**src/rtl/core/path_waypoint_densifier_macros.svh**
```systemverilog
// Assertion helpers for the waypoint densifier.
// Each macro expects clk and rst_n in the scope where it is used.
`ifndef PATH_WAYPOINT_DENSIFIER_MACROS_SVH
`define PATH_WAYPOINT_DENSIFIER_MACROS_SVH

// Same-cycle implication, disabled in reset
`define PWD_ASSERT_IMP(lbl, pre, post) \
    lbl: assert property (@(posedge clk) disable iff (!rst_n) (pre) |-> (post)) \
        else $error("densifier assertion failed");

// Next-cycle implication, disabled in reset
`define PWD_ASSERT_NXT(lbl, pre, post) \
    lbl: assert property (@(posedge clk) disable iff (!rst_n) (pre) |=> (post)) \
        else $error("densifier assertion failed");

`endif

```
**src/rtl/core/pwd_pkg.sv**
```systemverilog
// ----------------------------------------------------------------------------
// pwd_pkg
// Shared widths, types and register codes of the path waypoint densifier.
// ----------------------------------------------------------------------------
`default_nettype none

package pwd_pkg;

    localparam int JOINTS = 7;
    localparam int DATA_W = 16;
    localparam int STEP_W = 15;
    localparam int NACT_W = 3;
    localparam int JIDX_W = 3;
    // squared length: sum of up to seven 32-bit squares
    localparam int S_W    = 35;
    localparam int ROOT_W = 18;
    // k*step for k up to 63
    localparam int KS_W   = 21;
    localparam int PROD_W = 2 * KS_W;
    // divider: (2*|diff|*ks + d) / (2*d), quotient never above |diff|
    localparam int NUM_W  = 39;
    localparam int DEN_W  = ROOT_W + 1;
    localparam int QUO_W  = 17;
    localparam int CNT_W  = 5;

    typedef logic signed [DATA_W-1:0] coord_t;
    typedef logic [DATA_W-1:0]        mag_t;

    // handshake-free status of an iterative unit
    typedef struct packed {
        logic busy;
        logic done;
    } unit_stat_t;

    typedef logic [0:0] cfg_idx_t;
    localparam cfg_idx_t CFG_STEP_LENGTH   = 1'b0;
    localparam cfg_idx_t CFG_ACTIVE_JOINTS = 1'b1;

    localparam logic [STEP_W-1:0] STEP_RESET = 15'd410;
    localparam logic [NACT_W-1:0] NACT_RESET = 3'd7;

endpackage

`default_nettype wire

```
**src/rtl/core/pwd_isqrt.sv**
```systemverilog
// ----------------------------------------------------------------------------
// pwd_isqrt
// Bit-pair integer square root, one result bit per cycle.
// ----------------------------------------------------------------------------
`default_nettype none

module pwd_isqrt
(
    input  wire logic                       clk,
    input  wire logic                       rst_n,
    input  wire logic                       start,
    input  wire logic [pwd_pkg::S_W-1:0]    radicand,
    output pwd_pkg::unit_stat_t             stat,
    output logic [pwd_pkg::ROOT_W-1:0]      root
);

    localparam int RW = pwd_pkg::S_W + 1;

    logic [RW-1:0]               rem_reg;
    logic [RW-1:0]               res_reg;
    logic [RW-1:0]               bit_reg;
    logic [pwd_pkg::CNT_W-1:0]   cnt_reg;
    logic                        busy_reg;
    logic                        done_reg;
    logic [RW-1:0]               trial;

    assign trial = res_reg + bit_reg;

    // Iterate one root bit per cycle
    always_ff @(posedge clk or negedge rst_n)
    begin
        if (!rst_n)
        begin
            rem_reg  <= '0;
            res_reg  <= '0;
            bit_reg  <= '0;
            cnt_reg  <= '0;
            busy_reg <= 1'b0;
            done_reg <= 1'b0;
        end
        else
        begin
            done_reg <= 1'b0;
            if (start)
            begin
                rem_reg  <= RW'(radicand);
                res_reg  <= '0;
                bit_reg  <= RW'(1) << (pwd_pkg::S_W - 1);
                cnt_reg  <= '0;
                busy_reg <= 1'b1;
            end
            else if (busy_reg)
            begin
                if (rem_reg >= trial)
                begin
                    rem_reg <= rem_reg - trial;
                    res_reg <= (res_reg >> 1) + bit_reg;
                end
                else
                begin
                    res_reg <= res_reg >> 1;
                end
                bit_reg <= bit_reg >> 2;
                cnt_reg <= cnt_reg + 1'b1;
                if (cnt_reg == pwd_pkg::CNT_W'(pwd_pkg::ROOT_W - 1))
                begin
                    busy_reg <= 1'b0;
                    done_reg <= 1'b1;
                end
            end
        end
    end

    assign root = res_reg[pwd_pkg::ROOT_W-1:0];
    assign stat = '{busy: busy_reg, done: done_reg};

endmodule

`default_nettype wire

```
**src/rtl/core/pwd_div.sv**
```systemverilog
// ----------------------------------------------------------------------------
// pwd_div
// Restoring divider, one quotient bit per cycle. The caller guarantees the
// quotient fits QUO_W bits.
// ----------------------------------------------------------------------------
`default_nettype none

module pwd_div
(
    input  wire logic                       clk,
    input  wire logic                       rst_n,
    input  wire logic                       start,
    input  wire logic [pwd_pkg::NUM_W-1:0]  num,
    input  wire logic [pwd_pkg::DEN_W-1:0]  den,
    output pwd_pkg::unit_stat_t             stat,
    output logic [pwd_pkg::QUO_W-1:0]       quo
);

    localparam int DW = pwd_pkg::DEN_W;
    localparam int QW = pwd_pkg::QUO_W;

    logic [DW:0]                 rem_reg;
    logic [QW-1:0]               low_reg;
    logic [QW-1:0]               quo_reg;
    logic [DW-1:0]               den_reg;
    logic [pwd_pkg::CNT_W-1:0]   cnt_reg;
    logic                        busy_reg;
    logic                        done_reg;
    logic [DW:0]                 trial;

    assign trial = {rem_reg[DW-1:0], low_reg[QW-1]};

    // Shift in one numerator bit, subtract when it fits
    always_ff @(posedge clk or negedge rst_n)
    begin
        if (!rst_n)
        begin
            rem_reg  <= '0;
            low_reg  <= '0;
            quo_reg  <= '0;
            den_reg  <= '0;
            cnt_reg  <= '0;
            busy_reg <= 1'b0;
            done_reg <= 1'b0;
        end
        else
        begin
            done_reg <= 1'b0;
            if (start)
            begin
                rem_reg  <= num[QW+DW:QW];
                low_reg  <= num[QW-1:0];
                den_reg  <= den;
                quo_reg  <= '0;
                cnt_reg  <= '0;
                busy_reg <= 1'b1;
            end
            else if (busy_reg)
            begin
                if (trial >= {1'b0, den_reg})
                begin
                    rem_reg <= trial - {1'b0, den_reg};
                    quo_reg <= {quo_reg[QW-2:0], 1'b1};
                end
                else
                begin
                    rem_reg <= trial;
                    quo_reg <= {quo_reg[QW-2:0], 1'b0};
                end
                low_reg <= low_reg << 1;
                cnt_reg <= cnt_reg + 1'b1;
                if (cnt_reg == pwd_pkg::CNT_W'(QW - 1))
                begin
                    busy_reg <= 1'b0;
                    done_reg <= 1'b1;
                end
            end
        end
    end

    assign quo  = quo_reg;
    assign stat = '{busy: busy_reg, done: done_reg};

endmodule

`default_nettype wire

```
**src/rtl/core/path_waypoint_densifier.sv**
```systemverilog
// A segment first squares and sums the N active joint differences, checks the
// truncation bound and takes the square root; each stepped point then takes a
// multiply, a divider launch and a divide per joint, then an output beat.
// One waypoint is taken per run; output stalls hold up each emitted point.
// Reset clears the held waypoint and the path flag and loads both registers
// with their defaults.
// ----------------------------------------------------------------------------
// path_waypoint_densifier
// Splits each path segment into points at most step_length apart (if not
// truncated), with one shared multiplier, a serial square root and divider.
// ----------------------------------------------------------------------------
`default_nettype none

`include "path_waypoint_densifier_macros.svh"

module path_waypoint_densifier
#(
    parameter int MAX_RUN = 63
)
(
    input  wire logic                           clk,
    input  wire logic                           rst_n,
    input  wire logic                           cfg_valid,
    output logic                                cfg_ready,
    input  wire pwd_pkg::cfg_idx_t              cfg_index,
    input  wire logic [pwd_pkg::STEP_W-1:0]     cfg_data,
    input  wire logic                           in_valid,
    output logic                                in_ready,
    input  wire logic signed [15:0]             joint_0,
    input  wire logic signed [15:0]             joint_1,
    input  wire logic signed [15:0]             joint_2,
    input  wire logic signed [15:0]             joint_3,
    input  wire logic signed [15:0]             joint_4,
    input  wire logic signed [15:0]             joint_5,
    input  wire logic signed [15:0]             joint_6,
    input  wire logic                           final_waypoint,
    output logic                                out_valid,
    input  wire logic                           out_ready,
    output logic signed [15:0]                  point_0,
    output logic signed [15:0]                  point_1,
    output logic signed [15:0]                  point_2,
    output logic signed [15:0]                  point_3,
    output logic signed [15:0]                  point_4,
    output logic signed [15:0]                  point_5,
    output logic signed [15:0]                  point_6,
    output logic                                run_end,
    output logic                                truncated
);

    localparam int J   = pwd_pkg::JOINTS;
    localparam int KW  = $clog2(MAX_RUN + 1);
    localparam int DW  = pwd_pkg::DATA_W;

    typedef enum logic [3:0] {
        ST_IDLE, ST_SQ_MUL, ST_SQ_ACC, ST_TR_MUL1, ST_TR_MUL2, ST_TR_CMP,
        ST_SQRT_WAIT, ST_TEST_MUL, ST_TEST_CMP, ST_EMIT, ST_PT_MUL,
        ST_PT_DIV_GO, ST_PT_DIV_WAIT, ST_FIN_EMIT, ST_DONE
    } state_t;

    state_t                          state_reg;
    pwd_pkg::coord_t                 prev_reg   [J];
    pwd_pkg::coord_t                 w_reg      [J];
    pwd_pkg::coord_t                 pend_reg   [J];
    pwd_pkg::coord_t                 out_pt_reg [J];
    pwd_pkg::mag_t                   abs_reg    [J];
    logic [J-1:0]                    neg_reg;
    logic                            have_prev_reg;
    logic                            fin_reg;
    logic [pwd_pkg::NACT_W-1:0]      nact_reg;
    logic [pwd_pkg::JIDX_W-1:0]      j_reg;
    logic [pwd_pkg::S_W-1:0]         s_reg;
    logic [pwd_pkg::PROD_W-1:0]      mul_reg;
    logic [pwd_pkg::ROOT_W-1:0]      d_reg;
    logic [pwd_pkg::KS_W-1:0]        ks_reg;
    logic [KW-1:0]                   k_reg;
    logic                            more_reg;
    logic                            trunc_reg;
    logic                            out_valid_reg;
    logic                            run_end_reg;
    logic                            trunc_out_reg;
    logic [pwd_pkg::STEP_W-1:0]      step_reg;
    logic [pwd_pkg::NACT_W-1:0]      active_reg;

    pwd_pkg::coord_t                 w_in [J];
    logic [pwd_pkg::NACT_W-1:0]      nact_clamp;
    logic [pwd_pkg::KS_W-1:0]        mul_a;
    logic [pwd_pkg::KS_W-1:0]        mul_b;
    logic [pwd_pkg::PROD_W-1:0]      mul_next;
    logic                            out_free;
    logic                            emit_load;
    logic                            in_fire;
    logic                            last_joint;
    logic                            sqrt_start;
    logic                            div_start;
    pwd_pkg::unit_stat_t             sqrt_stat;
    pwd_pkg::unit_stat_t             div_stat;
    logic [pwd_pkg::ROOT_W-1:0]      sqrt_root;
    logic [pwd_pkg::QUO_W-1:0]       div_quo;
    logic [pwd_pkg::NUM_W-1:0]       div_num;
    logic [pwd_pkg::DEN_W-1:0]       div_den;
    logic signed [DW+1:0]            step_off;
    logic signed [DW+1:0]            step_sum;

    assign w_in[0] = joint_0;
    assign w_in[1] = joint_1;
    assign w_in[2] = joint_2;
    assign w_in[3] = joint_3;
    assign w_in[4] = joint_4;
    assign w_in[5] = joint_5;
    assign w_in[6] = joint_6;

    assign cfg_ready = 1'b1;
    assign in_ready  = (state_reg == ST_IDLE);
    assign in_fire   = in_valid && in_ready;
    assign out_free  = !out_valid_reg || out_ready;
    assign emit_load = out_free
                       && ((state_reg == ST_EMIT) || (state_reg == ST_FIN_EMIT));
    assign last_joint = (pwd_pkg::NACT_W'(j_reg) == nact_reg - 1'b1);

    // Clamp the joint count to 1..JOINTS
    always_comb
    begin
        if (active_reg == '0)
            nact_clamp = pwd_pkg::NACT_W'(1);
        else if (active_reg > pwd_pkg::NACT_W'(J))
            nact_clamp = pwd_pkg::NACT_W'(J);
        else
            nact_clamp = active_reg;
    end

    // Select operands of the shared multiplier
    always_comb
    begin
        mul_a = '0;
        mul_b = '0;
        unique case (state_reg)
            ST_SQ_MUL:
            begin
                mul_a = pwd_pkg::KS_W'(abs_reg[j_reg]);
                mul_b = pwd_pkg::KS_W'(abs_reg[j_reg]);
            end
            ST_TR_MUL1:
            begin
                mul_a = pwd_pkg::KS_W'(MAX_RUN);
                mul_b = pwd_pkg::KS_W'(step_reg);
            end
            ST_TR_MUL2:
            begin
                mul_a = mul_reg[pwd_pkg::KS_W-1:0];
                mul_b = mul_reg[pwd_pkg::KS_W-1:0];
            end
            ST_TEST_MUL:
            begin
                mul_a = ks_reg;
                mul_b = ks_reg;
            end
            ST_PT_MUL:
            begin
                mul_a = pwd_pkg::KS_W'(abs_reg[j_reg]);
                mul_b = ks_reg;
            end
            default:
            begin
                mul_a = '0;
                mul_b = '0;
            end
        endcase
    end

    assign mul_next = pwd_pkg::PROD_W'(mul_a) * pwd_pkg::PROD_W'(mul_b);

    // Rounded offset: (2*|diff|*ks + d) / (2*d)
    assign div_num = (pwd_pkg::NUM_W'(mul_reg) << 1) + pwd_pkg::NUM_W'(d_reg);
    assign div_den = {d_reg, 1'b0};
    assign sqrt_start = (state_reg == ST_TR_CMP);
    assign div_start  = (state_reg == ST_PT_DIV_GO);

    assign step_off = neg_reg[j_reg] ? -$signed({1'b0, div_quo})
                                     : $signed({1'b0, div_quo});
    assign step_sum = (DW+2)'(prev_reg[j_reg]) + step_off;

    pwd_isqrt u_isqrt
    (
        .clk      (clk),
        .rst_n    (rst_n),
        .start    (sqrt_start),
        .radicand (s_reg),
        .stat     (sqrt_stat),
        .root     (sqrt_root)
    );

    pwd_div u_div
    (
        .clk   (clk),
        .rst_n (rst_n),
        .start (div_start),
        .num   (div_num),
        .den   (div_den),
        .stat  (div_stat),
        .quo   (div_quo)
    );

    // Sequencer, state and output beat register
    always_ff @(posedge clk or negedge rst_n)
    begin
        if (!rst_n)
        begin
            state_reg     <= ST_IDLE;
            have_prev_reg <= 1'b0;
            fin_reg       <= 1'b0;
            nact_reg      <= pwd_pkg::NACT_RESET;
            j_reg         <= '0;
            s_reg         <= '0;
            mul_reg       <= '0;
            d_reg         <= '0;
            ks_reg        <= '0;
            k_reg         <= '0;
            more_reg      <= 1'b0;
            trunc_reg     <= 1'b0;
            out_valid_reg <= 1'b0;
            run_end_reg   <= 1'b0;
            trunc_out_reg <= 1'b0;
            step_reg      <= pwd_pkg::STEP_RESET;
            active_reg    <= pwd_pkg::NACT_RESET;
            neg_reg       <= '0;
            for (int i = 0; i < J; i++)
            begin
                prev_reg[i]   <= '0;
                w_reg[i]      <= '0;
                pend_reg[i]   <= '0;
                out_pt_reg[i] <= '0;
                abs_reg[i]    <= '0;
            end
        end
        else
        begin
            // Configuration writes
            if (cfg_valid)
            begin
                unique case (cfg_index)
                    pwd_pkg::CFG_STEP_LENGTH:   step_reg   <= cfg_data;
                    pwd_pkg::CFG_ACTIVE_JOINTS:
                        active_reg <= cfg_data[pwd_pkg::NACT_W-1:0];
                    default:                    step_reg   <= step_reg;
                endcase
            end

            // Drop the output beat once taken, unless a new one loads
            if (out_valid_reg && out_ready && !emit_load)
                out_valid_reg <= 1'b0;

            unique case (state_reg)
                ST_IDLE:
                begin
                    if (in_fire)
                    begin
                        fin_reg   <= final_waypoint;
                        nact_reg  <= nact_clamp;
                        trunc_reg <= 1'b0;
                        s_reg     <= '0;
                        j_reg     <= '0;
                        for (int i = 0; i < J; i++)
                        begin
                            logic signed [DW:0] dv;
                            dv = (DW+1)'(w_in[i]) - (DW+1)'(prev_reg[i]);
                            w_reg[i]   <= w_in[i];
                            neg_reg[i] <= dv[DW];
                            abs_reg[i] <= dv[DW] ? DW'(-dv) : DW'(dv);
                        end
                        if (have_prev_reg)
                            state_reg <= ST_SQ_MUL;
                        else if (final_waypoint)
                            state_reg <= ST_FIN_EMIT;
                        else
                            state_reg <= ST_DONE;
                    end
                end
                ST_SQ_MUL:
                begin
                    mul_reg   <= mul_next;
                    state_reg <= ST_SQ_ACC;
                end
                ST_SQ_ACC:
                begin
                    s_reg <= s_reg + pwd_pkg::S_W'(mul_reg);
                    if (last_joint)
                        state_reg <= ST_TR_MUL1;
                    else
                    begin
                        j_reg     <= j_reg + 1'b1;
                        state_reg <= ST_SQ_MUL;
                    end
                end
                ST_TR_MUL1:
                begin
                    mul_reg   <= mul_next;
                    state_reg <= ST_TR_MUL2;
                end
                ST_TR_MUL2:
                begin
                    mul_reg   <= mul_next;
                    state_reg <= ST_TR_CMP;
                end
                ST_TR_CMP:
                begin
                    trunc_reg <= (mul_reg < pwd_pkg::PROD_W'(s_reg));
                    ks_reg    <= pwd_pkg::KS_W'(step_reg);
                    k_reg     <= KW'(1);
                    for (int i = 0; i < J; i++)
                        pend_reg[i] <= prev_reg[i];
                    state_reg <= ST_SQRT_WAIT;
                end
                ST_SQRT_WAIT:
                begin
                    if (sqrt_stat.done)
                    begin
                        d_reg     <= sqrt_root;
                        state_reg <= ST_TEST_MUL;
                    end
                end
                ST_TEST_MUL:
                begin
                    mul_reg   <= mul_next;
                    state_reg <= ST_TEST_CMP;
                end
                ST_TEST_CMP:
                begin
                    more_reg  <= (k_reg < KW'(MAX_RUN))
                                 && (mul_reg < pwd_pkg::PROD_W'(s_reg));
                    state_reg <= ST_EMIT;
                end
                ST_EMIT:
                begin
                    if (out_free)
                    begin
                        out_valid_reg <= 1'b1;
                        run_end_reg   <= !more_reg && !fin_reg;
                        trunc_out_reg <= trunc_reg;
                        for (int i = 0; i < J; i++)
                            out_pt_reg[i] <= (pwd_pkg::NACT_W'(i) < nact_reg)
                                             ? pend_reg[i] : '0;
                        j_reg <= '0;
                        if (more_reg)
                            state_reg <= ST_PT_MUL;
                        else if (fin_reg)
                            state_reg <= ST_FIN_EMIT;
                        else
                            state_reg <= ST_DONE;
                    end
                end
                ST_PT_MUL:
                begin
                    mul_reg   <= mul_next;
                    state_reg <= ST_PT_DIV_GO;
                end
                ST_PT_DIV_GO:
                begin
                    state_reg <= ST_PT_DIV_WAIT;
                end
                ST_PT_DIV_WAIT:
                begin
                    if (div_stat.done)
                    begin
                        pend_reg[j_reg] <= step_sum[DW-1:0];
                        if (last_joint)
                        begin
                            ks_reg    <= ks_reg + pwd_pkg::KS_W'(step_reg);
                            k_reg     <= k_reg + 1'b1;
                            state_reg <= ST_TEST_MUL;
                        end
                        else
                        begin
                            j_reg     <= j_reg + 1'b1;
                            state_reg <= ST_PT_MUL;
                        end
                    end
                end
                ST_FIN_EMIT:
                begin
                    if (out_free)
                    begin
                        out_valid_reg <= 1'b1;
                        run_end_reg   <= 1'b1;
                        trunc_out_reg <= trunc_reg;
                        for (int i = 0; i < J; i++)
                            out_pt_reg[i] <= (pwd_pkg::NACT_W'(i) < nact_reg)
                                             ? w_reg[i] : '0;
                        state_reg <= ST_DONE;
                    end
                end
                ST_DONE:
                begin
                    for (int i = 0; i < J; i++)
                        prev_reg[i] <= w_reg[i];
                    have_prev_reg <= !fin_reg;
                    state_reg     <= ST_IDLE;
                end
                default:
                begin
                    state_reg <= ST_IDLE;
                end
            endcase
        end
    end

    assign out_valid = out_valid_reg;
    assign run_end   = run_end_reg;
    assign truncated = trunc_out_reg;
    assign point_0   = out_pt_reg[0];
    assign point_1   = out_pt_reg[1];
    assign point_2   = out_pt_reg[2];
    assign point_3   = out_pt_reg[3];
    assign point_4   = out_pt_reg[4];
    assign point_5   = out_pt_reg[5];
    assign point_6   = out_pt_reg[6];

    // Divider is free whenever a new offset is launched
    `PWD_ASSERT_IMP(a_div_free, div_start, !div_stat.busy)
    // A stepped point never divides by a zero length
    `PWD_ASSERT_IMP(a_len_nonzero, div_start, d_reg != '0)
    // An accepted waypoint blocks the input until its run closes
    `PWD_ASSERT_NXT(a_in_blocked, in_fire, !in_ready)
    // The square root only runs while the sequencer waits on it
    `PWD_ASSERT_IMP(a_sqrt_owned, sqrt_stat.busy,
                    state_reg == ST_SQRT_WAIT)

endmodule

`default_nettype wire
```
**config.mk**
```make
export PLATFORM = sky130hd
export DESIGN_NAME = path_waypoint_densifier
export DESIGN_NICKNAME = d
export VERILOG_FILES = /design/src/rtl/core/pwd_pkg.sv /design/src/rtl/core/pwd_isqrt.sv /design/src/rtl/core/pwd_div.sv /design/src/rtl/core/path_waypoint_densifier.sv
export VERILOG_INCLUDE_DIRS = /design/src /design/src/rtl/core
export SDC_FILE = /design/constraint.sdc
export NUM_CORES = 2
export LEC_CHECK = 0
export BUFFER_PORTS_ARGS = -buffer_cell sky130_fd_sc_hd__buf_2
export CAP_MARGIN = 20
export CORE_UTILIZATION = 35
export CTS_CLUSTER_SIZE = 20
export DETAILED_ROUTE_END_ITERATION = 10
export PLACE_DENSITY = 0.56
export SKIP_LAST_GASP = 1
export SLEW_MARGIN = 25
export SYNTH_ARGS = -nofsm -noshare
export SYNTH_HDL_FRONTEND = slang
export SYNTH_SLANG_ARGS = --single-unit
```
**constraint.sdc**
```tcl
create_clock -name clk -period 11.5 [get_ports clk]
set_clock_uncertainty 0.05 [all_clocks]
set_input_delay 1.15 -clock clk [delete_from_list [all_inputs] [get_ports clk]]
set_output_delay 1.15 -clock clk [all_outputs]
set_load 0.02 [all_outputs]
```
Yosys cells after proc, flatten, opt, wreduce, memory -nomap -nowiden. Cells that the tools add are included. Widths: inputs -> output; s select.

Add/subtract/negate cells: 28. Multiply operators: 1. Magnitude comparators: 15. Eq/ne operators: 23. Mux-type cells: 107. Bitwise gates (word level): 2. Reductions and logical operators: 40.

Operator list (number): $mux 16 (29); $pmux 112 s2 (2); $mux 112 (3); $mux 36 (8); $pmux 21 s4 (2); $neg 16->16 (8); $sub 16x16->17 (7); $bwmux 112 (1); $bmux 16 s3 (2); $pmux 35 s2 (1); $mux 19 (3); $pmux 4 s14 (1); $demux 16 s3 (1); $lt 42x35->1 (1); $mul 21x21->42 (1); $mux 21 (2); $pmux 21 s2 (1); $add 35x36->36 (1); $add 36x18->36 (1); $add 36x36->36 (1); $ge 36x36->1 (1); $sub 36x36->36 (1); $add 35x35->35 (1); $mux 35 (1); 50 further kinds (136).

Bits in registers: 916. Bits of input ports: 134.

Depth between registers and ports, before layout.
Depth in word-level cells: 8. Mapped depth: 38. Mapped depth without buffers: 34.

Modules after synthesis. From an unflattened synthesis, not the netlist that was laid out.

Cell total of the unflattened synthesis: 7960. Area, all modules: 71675.0 um^2.

By module, submodules not included: path_waypoint_densifier (instances 1, cells an instance 6326, area an instance 57935.6 um^2, sequential area each 18131.1 um^2); pwd_isqrt (instances 1, cells an instance 1105, area an instance 8969.9 um^2, sequential area each 2427.3 um^2); pwd_div (instances 1, cells an instance 529, area an instance 4769.6 um^2, sequential area each 1976.9 um^2).

Least setup slack after synthesis. No wires, ideal clock.

Path kind: register to register. Start: reg j_reg[0] (netlist bit). End: reg mul_reg[41] (netlist bit). Setup time: 0.144 ns. Arrival: 8.306 ns. Data required time: 11.306 ns. Slack: 3.000 ns. Cell stages (with the launch flop): 33. Buffers on the path: 4. Period minus slack after synthesis: 8.500 ns. Path through: dfrtp_1 clkbuf_1 inv_1 nor2_1 clkbuf_1 a221oi_1 o21ai_1 clkbuf_1 nand2_1 fa_1 inv_1 fa_1 inv_1 fa_1 inv_1 fa_1 fa_1 fa_1 inv_1 fa_1 inv_1 ha_1 clkbuf_1 o21ai_0 a21oi_1 o311ai_0 a21oi_1 o21ai_0 a2111oi_0 nor3_1 o41ai_1 xnor2_1 o21ai_0.

Longest elaborated chain between the ends: 6. Elaborated cells on any way between the ends: 7. Classes of those cells: 1 x mul; 5 x mux; 1 x bitwise.

Ends and longest elaborated chain: from (decl) (line path_waypoint_densifier.sv:70) `logic [pwd_pkg::JIDX_W-1:0] j_reg;`; from (signal assigned) (line path_waypoint_densifier.sv:290) `j_reg <= j_reg + 1'b1;`; from (signal assigned) (line path_waypoint_densifier.sv:373) `j_reg <= j_reg + 1'b1;`; $not 3->4 (implied by the code) * (line path_waypoint_densifier.sv:139, path_waypoint_densifier.sv:140, path_waypoint_densifier.sv:159); $bmux 16 s3 * (line path_waypoint_densifier.sv:139, path_waypoint_densifier.sv:140, path_waypoint_densifier.sv:159); $mux 16 (implied by the code) * (2 in series) (line path_waypoint_densifier.sv:139, path_waypoint_densifier.sv:140, path_waypoint_densifier.sv:159); $pmux 21 s4 (line path_waypoint_densifier.sv:136) `unique case (state_reg)`; $mul 21x21->42 * (line path_waypoint_densifier.sv:170) `assign mul_next = pwd_pkg::PROD_W'(mul_a) * pwd_pkg::PROD_W'(mul_b);`; to (signal assigned) (line path_waypoint_densifier.sv:280) `mul_reg <= mul_next;`; to (signal assigned) (line path_waypoint_densifier.sv:296) `mul_reg <= mul_next;`; to (signal assigned) (line path_waypoint_densifier.sv:301) `mul_reg <= mul_next;`; to (decl) (line path_waypoint_densifier.sv:72) `logic [pwd_pkg::PROD_W-1:0] mul_reg;`.

Every way passes the cells marked *; elsewhere a longest branch is shown, timed or not. The select of a mux whose other input is x is not followed. A chain may end at the register's enable or synchronous reset.

Worst setup path after layout. Same ends and word-level chain as after synthesis.

==> results.cfg <==
[pwr]
power_switching_uw = 11700
vdd_drop_max_mv = 0.198
total_power_uw = 23200
power.leakage_uw = 0.0371
swShare_pct = 50.5
power.internal_uw = 11500
p_per_area_nw_per_um2 = 294
clockPowerShare_pct = 15.4
p_comb_share_pct = 58.6
seqPwrFrac_pct = 25.9

[drt]
vias = 60400
wirelength_um = 270000
drc_errors = 0
first_pass_iters = 9
wl_per_cell_um = 24.6
initialDrtViolationCount = 5208
antenna_left = 0
viasPerCell = 5.51

[timing]
slew_headroom_pct = 24.2
finalSetupViolations = 0
min_period_ns = 10.13
tightest_slew_ns = 1.13
drv_slew = 0
tns_ns = 0
rsz0062_at_grt = no
finalHoldViolations = 0
post-route-period-util_pct = 88.1
fmax_mhz = 98.7

[global_routing]
grt_pass1_wl_um = 397000
grt.total_usage_pct = 26.1
grt.overflow.total = 0
antenna_found_initial = 20
grt_max_degree = 168
first_global_vias = 59400

[die]
fp.coreArea_um2 = 200000
dieArea_um2 = 204000
die_w_um = 451
row_count = 164
initial_utilization_pct = 35.3
fp.dieH_um = 451
pin_count = 251

[placed_design]
place_congestion = 0.977
portBuffers = 249
dp_hpwl_um = 207000

[hold_path]
worstHoldPathType = in2async

[synth]
synthSimpleGateAreaFrac_pct = 15.1
synth_enable_flop_cells = 0
ys_types = 95
synth-xor-area-share_pct = 5.38
synthArstFlopShare_pct = 100
synth-compound-area-share_pct = 17.1
synth_top_family_by_area = adder cells
ys_seq_area_share_pct = 31.8
synthAdderAreaFrac_pct = 19.2
yosys_warnings = 0
netlist_area_um2 = 70600
syn_nets = 9093
syn_inst = 8100
synth_mux_area_share_pct = 5.48
ys_ff_latch = 898
synth_ff_type = dfrtp_1
syn_area_per_cell_um2 = 8.72

[clock_network]
clk_path_buf_depth = 3
clkTransAtPathRegs_ns = 0.07
cts_made_buffers = 104
cts_tree = done
clkLatencyLatePin_ns = 0.77
holdBufCountCts = 0
cts_resized = 0
cts_setup_buffers = 0
cts_max_level = 3
clock-root-buffer = clkbuf_16
cts.sinks = 898

[cells_and_area]
final_nets = 9204
areaGrowthSynthToFinish_pct = 11.5
fillCellCount = 20200
layout_common_cells = nand2_1 (1282), dfrtp_1 (882), inv_1 (745), o21ai_0 (630), nor2_1 (613)
drive_gt1_share_pct = 9.66
layout_commonest_cell = nand2_1
multi_input_area_um2 = 44200
seqCellArea_um2 = 22500

[setup_path]
critPathCaptureType = flip-flop
max_stage_delay_ns = 0.93
criticalPathCategory = reg2reg
slowest_stage = o21ai_1
cp_top_family = adder cells
arrival_ns = 10.72
worst-path-buf-inv = 8
cpMostUsedCell = fa_1
start_kind = flip-flop
cp_max_fo = 25
cp.required_ns = 12.10

[run]
cap_violations = 0

[outcome]
status = completed
cells in the mapped netlist, types with 86 or more instances:
library cell	instances	area (µm²)
a21oi_1	418	2090
mux2i_1	208	2080
a21o_1	86	646
nand3_1	112	561
o22ai_1	88	551
dfrtp_1	887	22200
nor3_1	91	455
xnor2_1	264	2310
fa_1	371	7430
clkbuf_1	319	1200
nor2_1	630	2360
inv_1	745	2800
xor2_1	170	1490
a22oi_1	104	781
a31oi_1	106	663
o21ai_0	644	3220
nand2_1	1284	4820
mux2_2	155	1750
ha_1	488	6110
metrics by stage:
stage               hold slack [ns]  setup WS [ns]  cells  cell area, µm²  utilization (%)
CTS                           0.374           1.49  10900           78700             39.3
detailed placement            0.417           1.46  10800           75000             37.5
global route                  0.390           1.00  11000           78700             39.3
finish                        0.355           1.37  11000           78800             39.4
global placement              0.410           1.66  10800           75000             37.5
floorplan                     0.388           3.00   8100           70600                -
power groups by stage:
| stage | Clock [µW] | Combinational, µW | Sequential (µW) |
|---|---|---|---|
| after detailed placement | 0 | 13400 | 6010 |
| final | 3580 | 13600 | 6010 |
| after global routing | 3760 | 14900 | 6140 |
| after CTS | 3640 | 13400 | 5970 |
| after global placement | 0 | 13200 | 5990 |
| after floorplan | 0 | 9140 | 5440 |
routing by layer:
metal | vias up | global-route usage, % | wire [µm]
li1 | 27800 | - | -
met1 | 30200 | 35.2 | 118000
met2 | 1984 | 40.6 | 121000
met3 | 446 | 4.65 | 17000
met4 | 14 | 11.7 | 13000
met5 | - | 0 | 99
final timing paths:
| path | start | endpoint | slack (ns) | depth (start not counted) |
|---|---|---|---|---|
| min reg2reg | mul_reg[38]$_DFFE_PN0P_ | mul_reg[38]$_DFFE_PN0P_ | 0.43 | 2 |
| max in group asynchronous | rst_n | u_isqrt.bit_reg[24]$_DFFE_PN0P_ | 8.66 | 3 |
| min | rst_n | w_reg[38]$_DFFE_PN0P_ | 0.35 | 1 |
| max | j_reg[0]$_DFFE_PN0P_ | mul_reg[41]$_DFFE_PN0P_ | 1.37 | 32 |
| max reg2reg | j_reg[0]$_DFFE_PN0P_ | mul_reg[41]$_DFFE_PN0P_ | 1.37 | 32 |
| min in group clk | mul_reg[38]$_DFFE_PN0P_ | mul_reg[38]$_DFFE_PN0P_ | 0.43 | 2 |
logic make-up (layout without fill, tap and decap cells):
kind of cell    Yosys count  in the layout
simple gates           2482           2482
flops                   898            898
compound gates         1944           1944
fa+ha+maj               859            859
other cells               1             20
xor+xnor                434            434
buf+inv                1117           1307
mux                     365            365
layout make-up:
class,count,share of cell area (%)
clock buffers,141,3.67
well taps,2656,4.22
repair buffers,374,2.90
flip-flops and latches,898,28.6
multi-input cells,6085,56.1
diodes,19,0.0604
clock inverters,44,0.945
inverters,748,3.57
Power figures use the tool's default switching activity.
